==> src/design/cabp_pkg.sv <==
// constants, register indexes and types for the coverage alpha blend pixel unit
// used by coverage_alpha_blend_pixel_unit; depends on nothing
package cabp_pkg;

   // stored pixel width, 16 to 32
   localparam int unsigned PIXEL_BITS  = 32;
   localparam int unsigned WORD_BITS   = 32;
   localparam int unsigned SHIFT_BITS  = 5;
   localparam int unsigned COV_BITS    = 8;
   localparam int unsigned CSR_IDX_BITS = 3;
   localparam int unsigned NUM_CHAN    = 3;
   // signed difference of two channel values and its product with coverage
   localparam int unsigned DIFF_BITS   = WORD_BITS + 1;
   localparam int unsigned PROD_BITS   = DIFF_BITS + COV_BITS;

   localparam logic [WORD_BITS-1:0] PIXEL_MASK =
      WORD_BITS'((64'd1 << PIXEL_BITS) - 64'd1);

   // configuration register indexes
   typedef enum logic [CSR_IDX_BITS-1:0] {
      REG_RED_MASK    = 3'd0,
      REG_GREEN_MASK  = 3'd1,
      REG_BLUE_MASK   = 3'd2,
      REG_RED_SHIFT   = 3'd3,
      REG_GREEN_SHIFT = 3'd4,
      REG_BLUE_SHIFT  = 3'd5,
      REG_PAINT_COLOR = 3'd6,
      REG_UNUSED      = 3'd7
   } csr_index_type;

   // channel order in the per-channel arrays
   localparam int unsigned CH_RED   = 0;
   localparam int unsigned CH_GREEN = 1;
   localparam int unsigned CH_BLUE  = 2;

   localparam logic [WORD_BITS-1:0] RED_MASK_RESET   = 32'h00FF_0000;
   localparam logic [WORD_BITS-1:0] GREEN_MASK_RESET = 32'h0000_FF00;
   localparam logic [WORD_BITS-1:0] BLUE_MASK_RESET  = 32'h0000_00FF;
   localparam logic [SHIFT_BITS-1:0] RED_SHIFT_RESET   = 5'd16;
   localparam logic [SHIFT_BITS-1:0] GREEN_SHIFT_RESET = 5'd8;
   localparam logic [SHIFT_BITS-1:0] BLUE_SHIFT_RESET  = 5'd0;

   // one channel's extracted values in flight
   typedef struct packed {
      logic [WORD_BITS-1:0] paint;
      logic [WORD_BITS-1:0] dest;
   } chan_type;

   // one channel's scaled difference in flight
   typedef struct packed {
      logic signed [PROD_BITS-1:0] prod;
      logic [WORD_BITS-1:0]        dest;
   } scaled_type;

endpackage

==> src/design/coverage_alpha_blend_pixel_unit.sv <==
// coverage_alpha_blend_pixel_unit: blends the paint color into one packed pixel by coverage
// depends on cabp_pkg for widths, register indexes and stage types
//
//   channel   ports                              direction  handshake
//   request   start busy req_dest_pixel          in         start high, busy low
//             req_coverage
//   response  rsp_valid rsp_blended_pixel        out        one-cycle strobe
//   csr       csr_valid csr_ready csr_index      in         valid and ready
//             csr_data
//
// three register stages: extract channels, multiply difference by coverage,
// shift, add and repack. one transaction per cycle; the result is taken from the last
// stage register. busy stays low: the receiver cannot stall, so nothing ever backs up.
// synchronous reset clears the stage valid bits and loads the default rgb888 layout.
module coverage_alpha_blend_pixel_unit (
   input  logic                              clock,
   input  logic                              reset,
   input  logic                              start,
   output logic                              busy,
   input  logic [cabp_pkg::WORD_BITS-1:0]    req_dest_pixel,
   input  logic [cabp_pkg::COV_BITS-1:0]     req_coverage,
   output logic                              rsp_valid,
   output logic [cabp_pkg::WORD_BITS-1:0]    rsp_blended_pixel,
   input  logic                              csr_valid,
   output logic                              csr_ready,
   input  logic [cabp_pkg::CSR_IDX_BITS-1:0] csr_index,
   input  logic [cabp_pkg::WORD_BITS-1:0]    csr_data
);
   import cabp_pkg::*;

   // configuration registers
   logic [WORD_BITS-1:0]  mask_ff  [NUM_CHAN];
   logic [SHIFT_BITS-1:0] shift_ff [NUM_CHAN];
   logic [WORD_BITS-1:0]  paint_ff;

   // pipeline registers
   logic                  valid1_ff, valid2_ff, valid3_ff;
   logic                  valid1_in;
   chan_type              chan1_ff   [NUM_CHAN];
   chan_type              chan1_in   [NUM_CHAN];
   scaled_type            scaled2_ff [NUM_CHAN];
   scaled_type            scaled2_in [NUM_CHAN];
   logic [COV_BITS-1:0]   cov1_ff;
   logic [WORD_BITS-1:0]  pixel3_ff;
   logic [WORD_BITS-1:0]  pixel3_in;
   logic [WORD_BITS-1:0]  dest_in;

   assign busy      = 1'b0;
   assign csr_ready = 1'b1;
   assign valid1_in = start & ~busy;

   // csr write
   always_ff @(posedge clock) begin
      if (reset) begin
         mask_ff[CH_RED]    <= RED_MASK_RESET;
         mask_ff[CH_GREEN]  <= GREEN_MASK_RESET;
         mask_ff[CH_BLUE]   <= BLUE_MASK_RESET;
         shift_ff[CH_RED]   <= RED_SHIFT_RESET;
         shift_ff[CH_GREEN] <= GREEN_SHIFT_RESET;
         shift_ff[CH_BLUE]  <= BLUE_SHIFT_RESET;
         paint_ff           <= '0;
      end else if (csr_valid && csr_ready) begin
         case (csr_index_type'(csr_index))
            REG_RED_MASK:    mask_ff[CH_RED]    <= csr_data;
            REG_GREEN_MASK:  mask_ff[CH_GREEN]  <= csr_data;
            REG_BLUE_MASK:   mask_ff[CH_BLUE]   <= csr_data;
            REG_RED_SHIFT:   shift_ff[CH_RED]   <= csr_data[SHIFT_BITS-1:0];
            REG_GREEN_SHIFT: shift_ff[CH_GREEN] <= csr_data[SHIFT_BITS-1:0];
            REG_BLUE_SHIFT:  shift_ff[CH_BLUE]  <= csr_data[SHIFT_BITS-1:0];
            REG_PAINT_COLOR: paint_ff           <= csr_data;
            default: ;
         endcase
      end
   end

   // stage 1: mask and align each channel of paint and destination
   assign dest_in = req_dest_pixel & PIXEL_MASK;

   always_comb begin
      for (int ch = 0; ch < NUM_CHAN; ch++) begin
         chan1_in[ch].paint = (paint_ff & mask_ff[ch]) >> shift_ff[ch];
         chan1_in[ch].dest  = (dest_in & mask_ff[ch]) >> shift_ff[ch];
      end
   end

   // stage 2: signed difference times coverage
   always_comb begin
      for (int ch = 0; ch < NUM_CHAN; ch++) begin
         logic signed [DIFF_BITS-1:0]  diff;
         logic signed [PROD_BITS-1:0]  prod_full;
         diff = $signed({1'b0, chan1_ff[ch].paint}) - $signed({1'b0, chan1_ff[ch].dest});
         prod_full = diff * $signed({1'b0, cov1_ff});
         scaled2_in[ch].prod = prod_full;
         scaled2_in[ch].dest = chan1_ff[ch].dest;
      end
   end

   // stage 3: floor by 256, add back, repack and merge the channels
   always_comb begin
      pixel3_in = '0;
      for (int ch = 0; ch < NUM_CHAN; ch++) begin
         logic [WORD_BITS-1:0] step;
         logic [WORD_BITS-1:0] value;
         // arithmetic shift by 8 keeps the floor for negative products
         step  = scaled2_ff[ch].prod[COV_BITS +: WORD_BITS];
         value = scaled2_ff[ch].dest + step;
         pixel3_in = pixel3_in | ((value << shift_ff[ch]) & mask_ff[ch]);
      end
      pixel3_in = pixel3_in & PIXEL_MASK;
   end

   // stage valid bits
   always_ff @(posedge clock) begin
      if (reset) begin
         valid1_ff <= 1'b0;
         valid2_ff <= 1'b0;
         valid3_ff <= 1'b0;
      end else begin
         valid1_ff <= valid1_in;
         valid2_ff <= valid1_ff;
         valid3_ff <= valid2_ff;
      end
   end

   // stage payload
   always_ff @(posedge clock) begin
      if (valid1_in) begin
         chan1_ff <= chan1_in;
         cov1_ff  <= req_coverage;
      end
      if (valid1_ff) begin
         scaled2_ff <= scaled2_in;
      end
      if (valid2_ff) begin
         pixel3_ff <= pixel3_in;
      end
   end

   assign rsp_valid         = valid3_ff;
   assign rsp_blended_pixel = pixel3_ff;

endmodule

==> config.mk <==
export PLATFORM = sky130hd
export DESIGN_NAME = coverage_alpha_blend_pixel_unit
export DESIGN_NICKNAME = d
export VERILOG_FILES = /design/src/design/cabp_pkg.sv /design/src/design/coverage_alpha_blend_pixel_unit.sv
export SDC_FILE = /design/constraint.sdc
export NUM_CORES = 2
export LEC_CHECK = 0
export BUFFER_PORTS_ARGS = -buffer_cell sky130_fd_sc_hd__buf_4
export CORE_ASPECT_RATIO = 0.9
export CORE_MARGIN = 1
export CORE_UTILIZATION = 40
export DETAILED_ROUTE_END_ITERATION = 12
export MAX_ROUTING_LAYER = met4
export PLACE_DENSITY = 0.54
export SLEW_MARGIN = 30
export SYNTH_ARGS = -nofsm -noshare
export SYNTH_HDL_FRONTEND = slang
export SYNTH_SLANG_ARGS = --single-unit
==> constraint.sdc <==
create_clock -name clock -period 10.2 [get_ports clock]
set_input_delay 1.53 -clock clock [delete_from_list [all_inputs] [get_ports clock]]
set_output_delay 1.53 -clock clock [all_outputs]
set_load 0.03 [all_outputs]
### After elaboration in Yosys (flattened, before gate mapping)

Memories as Yosys holds them, arrays and structs flattened.
Cells that the tools add are included.

| operators by class | value |
|---|---|
| add/sub/neg operators | 6 |
| multipliers | 3 |
| divide/modulo/power cells | 0 |
| order comparisons | 0 |
| equal/unequal tests | 6 |
| shift operators | 9 |
| muxes and demuxes | 32 |
| bitwise gates (word level) | 17 |
| reductions and logical operators | 2 |

Operators by type and width:

| kind | count |
|---|---|
| $and A32 B32 Y32 | 9 |
| $shr A32 B5 Y32 | 6 |
| $mul A33 B9 Y40 | 3 |
| $sub A32 B32 Y33 | 3 |
| $add A32 B32 Y32 | 3 |
| $mux W32 | 3 |
| $shl A32 B5 Y32 | 3 |
| $or A32 B32 Y32 | 2 |
| $mux W1 | 26 |
| $mux W5 | 3 |
| $eq A3 B3 Y1 const B | 3 |
| $eq A3 B2 Y1 const B | 2 |
| $or A1 B1 Y1 | 6 |
| $eq A3 B1 Y1 const B | 1 |
| $logic_not A3 Y1 | 1 |
| $reduce_and A2 Y1 | 1 |

| storage, ports and cells | value |
|---|---|
| bits in registers | 483 |
| latch bits | 0 |
| RAM bits | 111 |
| ROM bits | 0 |
| output and inout bits | 35 |
| logic and storage cells | 95 |
| memories kept | 2 |

Memory list:

| name | depth | bits a word | rd ports | clocked after memory_dff | write ports | RTL line | text |
|---|---|---|---|---|---|---|---|
| mask_ff | 3 | 32 | 3 | 0 | 3 | coverage_alpha_blend_pixel_unit.sv:32 | `logic [WORD_BITS-1:0] mask_ff [NUM_CHAN];` |
| shift_ff | 3 | 5 | 3 | 0 | 3 | coverage_alpha_blend_pixel_unit.sv:33 | `logic [SHIFT_BITS-1:0] shift_ff [NUM_CHAN];` |

### Logic depth before layout (Yosys ltp)

| depth | value |
|---|---|
| word-level depth | 6 |
| depth in mapped cells | 33 |
| gate-level depth less buffers | 33 |

### Worst setup path after synthesis

No wires, ideal clock.

| timing | value |
|---|---|
| path kind | reg-to-reg |
| start point | reg chan1_ff[129] (netlist name) |
| end point | reg scaled2_ff[214] (netlist name) (data pin) |
| data arrival time | 7,291 ps |
| data required time | 9,942 ps |
| path slack | 2,651 ps |
| cell stages (with the launch flop) | 30 |
| path buffers | 0 |
| clock period less this slack | 7,549 ps |
| path through | edfxtp_1 > inv_1 > ha_1 > nor2b_1 > o21a_1 > o21ai_0 > a311o_1 > a21boi_0 > o21ai_0 > nand2b_1 > a21o_1 > a21o_1 > a21oi_1 > mux2_2 > fa_1 > inv_1 > fa_1 > fa_1 > inv_1 > fa_1 > inv_1 > ha_1 > inv_1 > o41a_1 > o31a_1 > o41ai_1 > o21a_1 > o21a_1 > nor2_1 > xnor2_1 |

RTL lines:

| what | RTL line | text |
|---|---|---|
| start: declaration | coverage_alpha_blend_pixel_unit.sv:39 | `chan_type chan1_ff [NUM_CHAN];` |
| start signal: assignment | coverage_alpha_blend_pixel_unit.sv:128 | `chan1_ff <= chan1_in;` |
| end signal: assignment | coverage_alpha_blend_pixel_unit.sv:132 | `scaled2_ff <= scaled2_in;` |
| end: declaration | coverage_alpha_blend_pixel_unit.sv:41 | `scaled_type scaled2_ff [NUM_CHAN];` |

==> results.toml <==
[outcome]
status = "complete, no violations"

[final_layout]
fillers = 17000
drive_above_1_share_pct = 6.49
multi_input_comb_area_um2 = 47100
register_area_um2 = 16800
syn_to_final_growth_pct = 8.33
fin_nets = 8846
fin_util_pct = 43.6

[clocking]
htreeDepth = 3
clockBufferDepth = 3
cts_sinks = 570
hold_buffers = 0
cts_setup_buffers = 0
cts_root_buffer = "clkbuf_16"
clk_latency_ns = 0.74
cts_tree = "done"
cts_made_buffers = 74
clk_pin_slew_ns = 0.06
cts.repair.resized = 0

[route]
drt_iter0_drc = 7370
ant_nets = 0
first_pass_iters = 8
vias_per_cell = 5.87
vias = 59300
routed_wl_mm = 261
wl_per_cell_um = 25.9
drc = 0

[timing]
tns_ns = 0
fin_crit_sh_pct = 88.2
min_period_ns = 9.00
rsz0062_at_grt = "no"
worst_slew_pin_slew_ns = 1.08
setup_violations = 0
finalHoldViolations = 0
finClkSkew_ns = 0.104
max-slew-margin-rel_pct = 28.2
worst_slack_ns = 1.20
fmax_mhz = 111
maxSlewViolCount = 0

[hold_path]
hold_class = "register to register"

[placed_design]
dp_slack_ns = 1.09
io_buffer_count = 111
routabilityCongestion = 1.05
post-dp-hpwl_mm = 207

[worst_setup_path]
cp_slowest_cell = "fa_1"
end_kind = "register"
start_kind = "register"
worstPathRequired_ns = 10.65
crit_fanout = 8
path_buf_inv = 4
critPathTopFamily = "compound AO/OA/AOI/OAI gates"
worstSetupPathType = "register to register"
crit_path_max_incr_delay_ns = 0.57
arrival_ns = 9.44

[synth]
synthTopCellsByArea = "edfxtp_1 23%, fa_1 17%, ha_1 7.5%"
async_flop_share_pct = 0
ys_warn_count = 0
yosysTopAreaCellShare_pct = 23.3
yosysTopAreaCell = "edfxtp_1"
synth_area_per_cell_um2 = 8.75
ys_ff_latch = 570
synth_edf_count = 535
syn-cell-area_um2 = 68900
yosysUniqueCellTypes = 102
synth-main-ff-cell = "edfxtp_1"
seq_area_frac_synth_pct = 24.3
synth_common_cells = "932 x inv_1, 880 x nand2_1, 637 x nor2_1"
synth_most_common_cell = "inv_1"
synth_nets = 8968
synthCells = 7875

[job]
maxCapViolations = 0

[global_routing]
grt_overflow = 0
grt_pass1_wl_mm = 385
grt_antenna_before_repair = 21
grt_max_degree = 113
first_global_vias = 56700
grt_usage_pct = 30.7

[floorplanning]
io_pins = 114
fp.dieW_um = 439
initial_core_util_pct = 40.2
core_area_um2 = 171000
rows = 144
die_h_um = 396
dieArea_um2 = 174000
[routing by layer]
| metal | routed length (um) | share of wire (%) | vias up | track usage [%] |
|---|---|---|---|---|
| met4 | 7280 | 2.8 | 0 | 7.65 |
| li1 | - | - | 26700 | - |
| met5 | 0 | 0 | - | - |
| met1 | 121000 | 46 | 29600 | 45.7 |
| met2 | 106000 | 41 | 2717 | 41.6 |
| met3 | 26400 | 10 | 332 | 6.61 |
[cells by family (layout without fill, tap and decap cells)]
logic type | Yosys count | in the layout | synth area share [%]
buffers and inverters | 1361 | 1297 | 7.46
and+or+nand+nor | 2736 | 2736 | 18.9
adders and majority gates | 1014 | 1014 | 25.0
DFF | 570 | 570 | 24.3
AOI/OAI and AO/OA | 1546 | 1546 | 14.5
xor gates and xnor gates | 244 | 244 | 3.12
muxes | 402 | 402 | 6.72
other | 2 | 16 | 0.0109
[cells in the final DEF, fill, tap and decap left out, drive strengths merged, types with 31 or more instances in the layout]
cell,Yosys,layout
and2,446,446
edfxtp,535,535
mux2,41,41
dfxtp,35,35
o22ai,31,31
nor3,117,117
a21o,134,134
a211oi,49,49
clkbuf,349,92
o21a,62,62
nor2b,55,55
mux2i,317,317
a21oi,296,296
o21ai,505,505
inv,935,940
ha,414,414
fa,600,600
nand2,880,880
and3,37,37
buf,72,223
xor2,68,68
xnor2,175,175
mux4,44,44
nor2,637,637
a31oi,49,49
o211ai,66,66
nand2b,78,78
or3,58,58
nand3,284,284
[worst paths after layout]
check                                                  from                        end  slack (ns)  depth (start not counted)
worst max-delay path                 chan1_ff[70]$_DFFE_PP_  scaled2_ff[144]$_DFFE_PP_        1.20                         32
worst min register to register  chan1_ff[158]$_SDFFCE_PP0P_  scaled2_ff[176]$_DFFE_PP_        0.41                          0
worst min-delay path            chan1_ff[158]$_SDFFCE_PP0P_  scaled2_ff[176]$_DFFE_PP_        0.41                          0
worst max register to register       chan1_ff[70]$_DFFE_PP_  scaled2_ff[144]$_DFFE_PP_        1.20                         32
[area by class of cell]
type	count	share of cell area, %
well taps	2263	3.79
repair buffers	223	2.37
diodes	14	0.0469
clock inverters	42	0.858
flip-flops and latches	570	22.5
clock buffers	92	2.57
multi-input cells	5944	63.1
inverters	940	4.74
[state kept, by name, summed over array words and instances (netlist names)]
register / cells
valid2_ff: 1
paint_ff: 32
rsp_valid: 1
chan1_ff: 192
valid1_ff: 1
cov1_ff: 8
shift_ff: 15
rsp_blended_pixel: 32
mask_ff: 96
scaled2_ff: 192
[metrics by stage]
step                cells  area [um^2]  hold WS [ns]
finish              10100        74600         0.411
CTS                 10100        74500         0.416
global placement     9939        71900         0.435
detailed placement   9939        72000         0.432
global route        10100        74600         0.430
floorplan            7875        68900         0.426
[worst reg2reg max path: cells and delay by family (launching register included)]
family / cells / cell delay, ns
fa+ha+maj: 6 / 2.82
compound gates: 15 / 3.81
simple gates: 5 / 0.86
xor+xnor: 2 / 0.64
flops: 1 / 0.35
buf+inv: 4 / 0.23
Power is not shown: default switching activity piles up to over one toggle a cycle in this logic, so the estimate is an artifact.
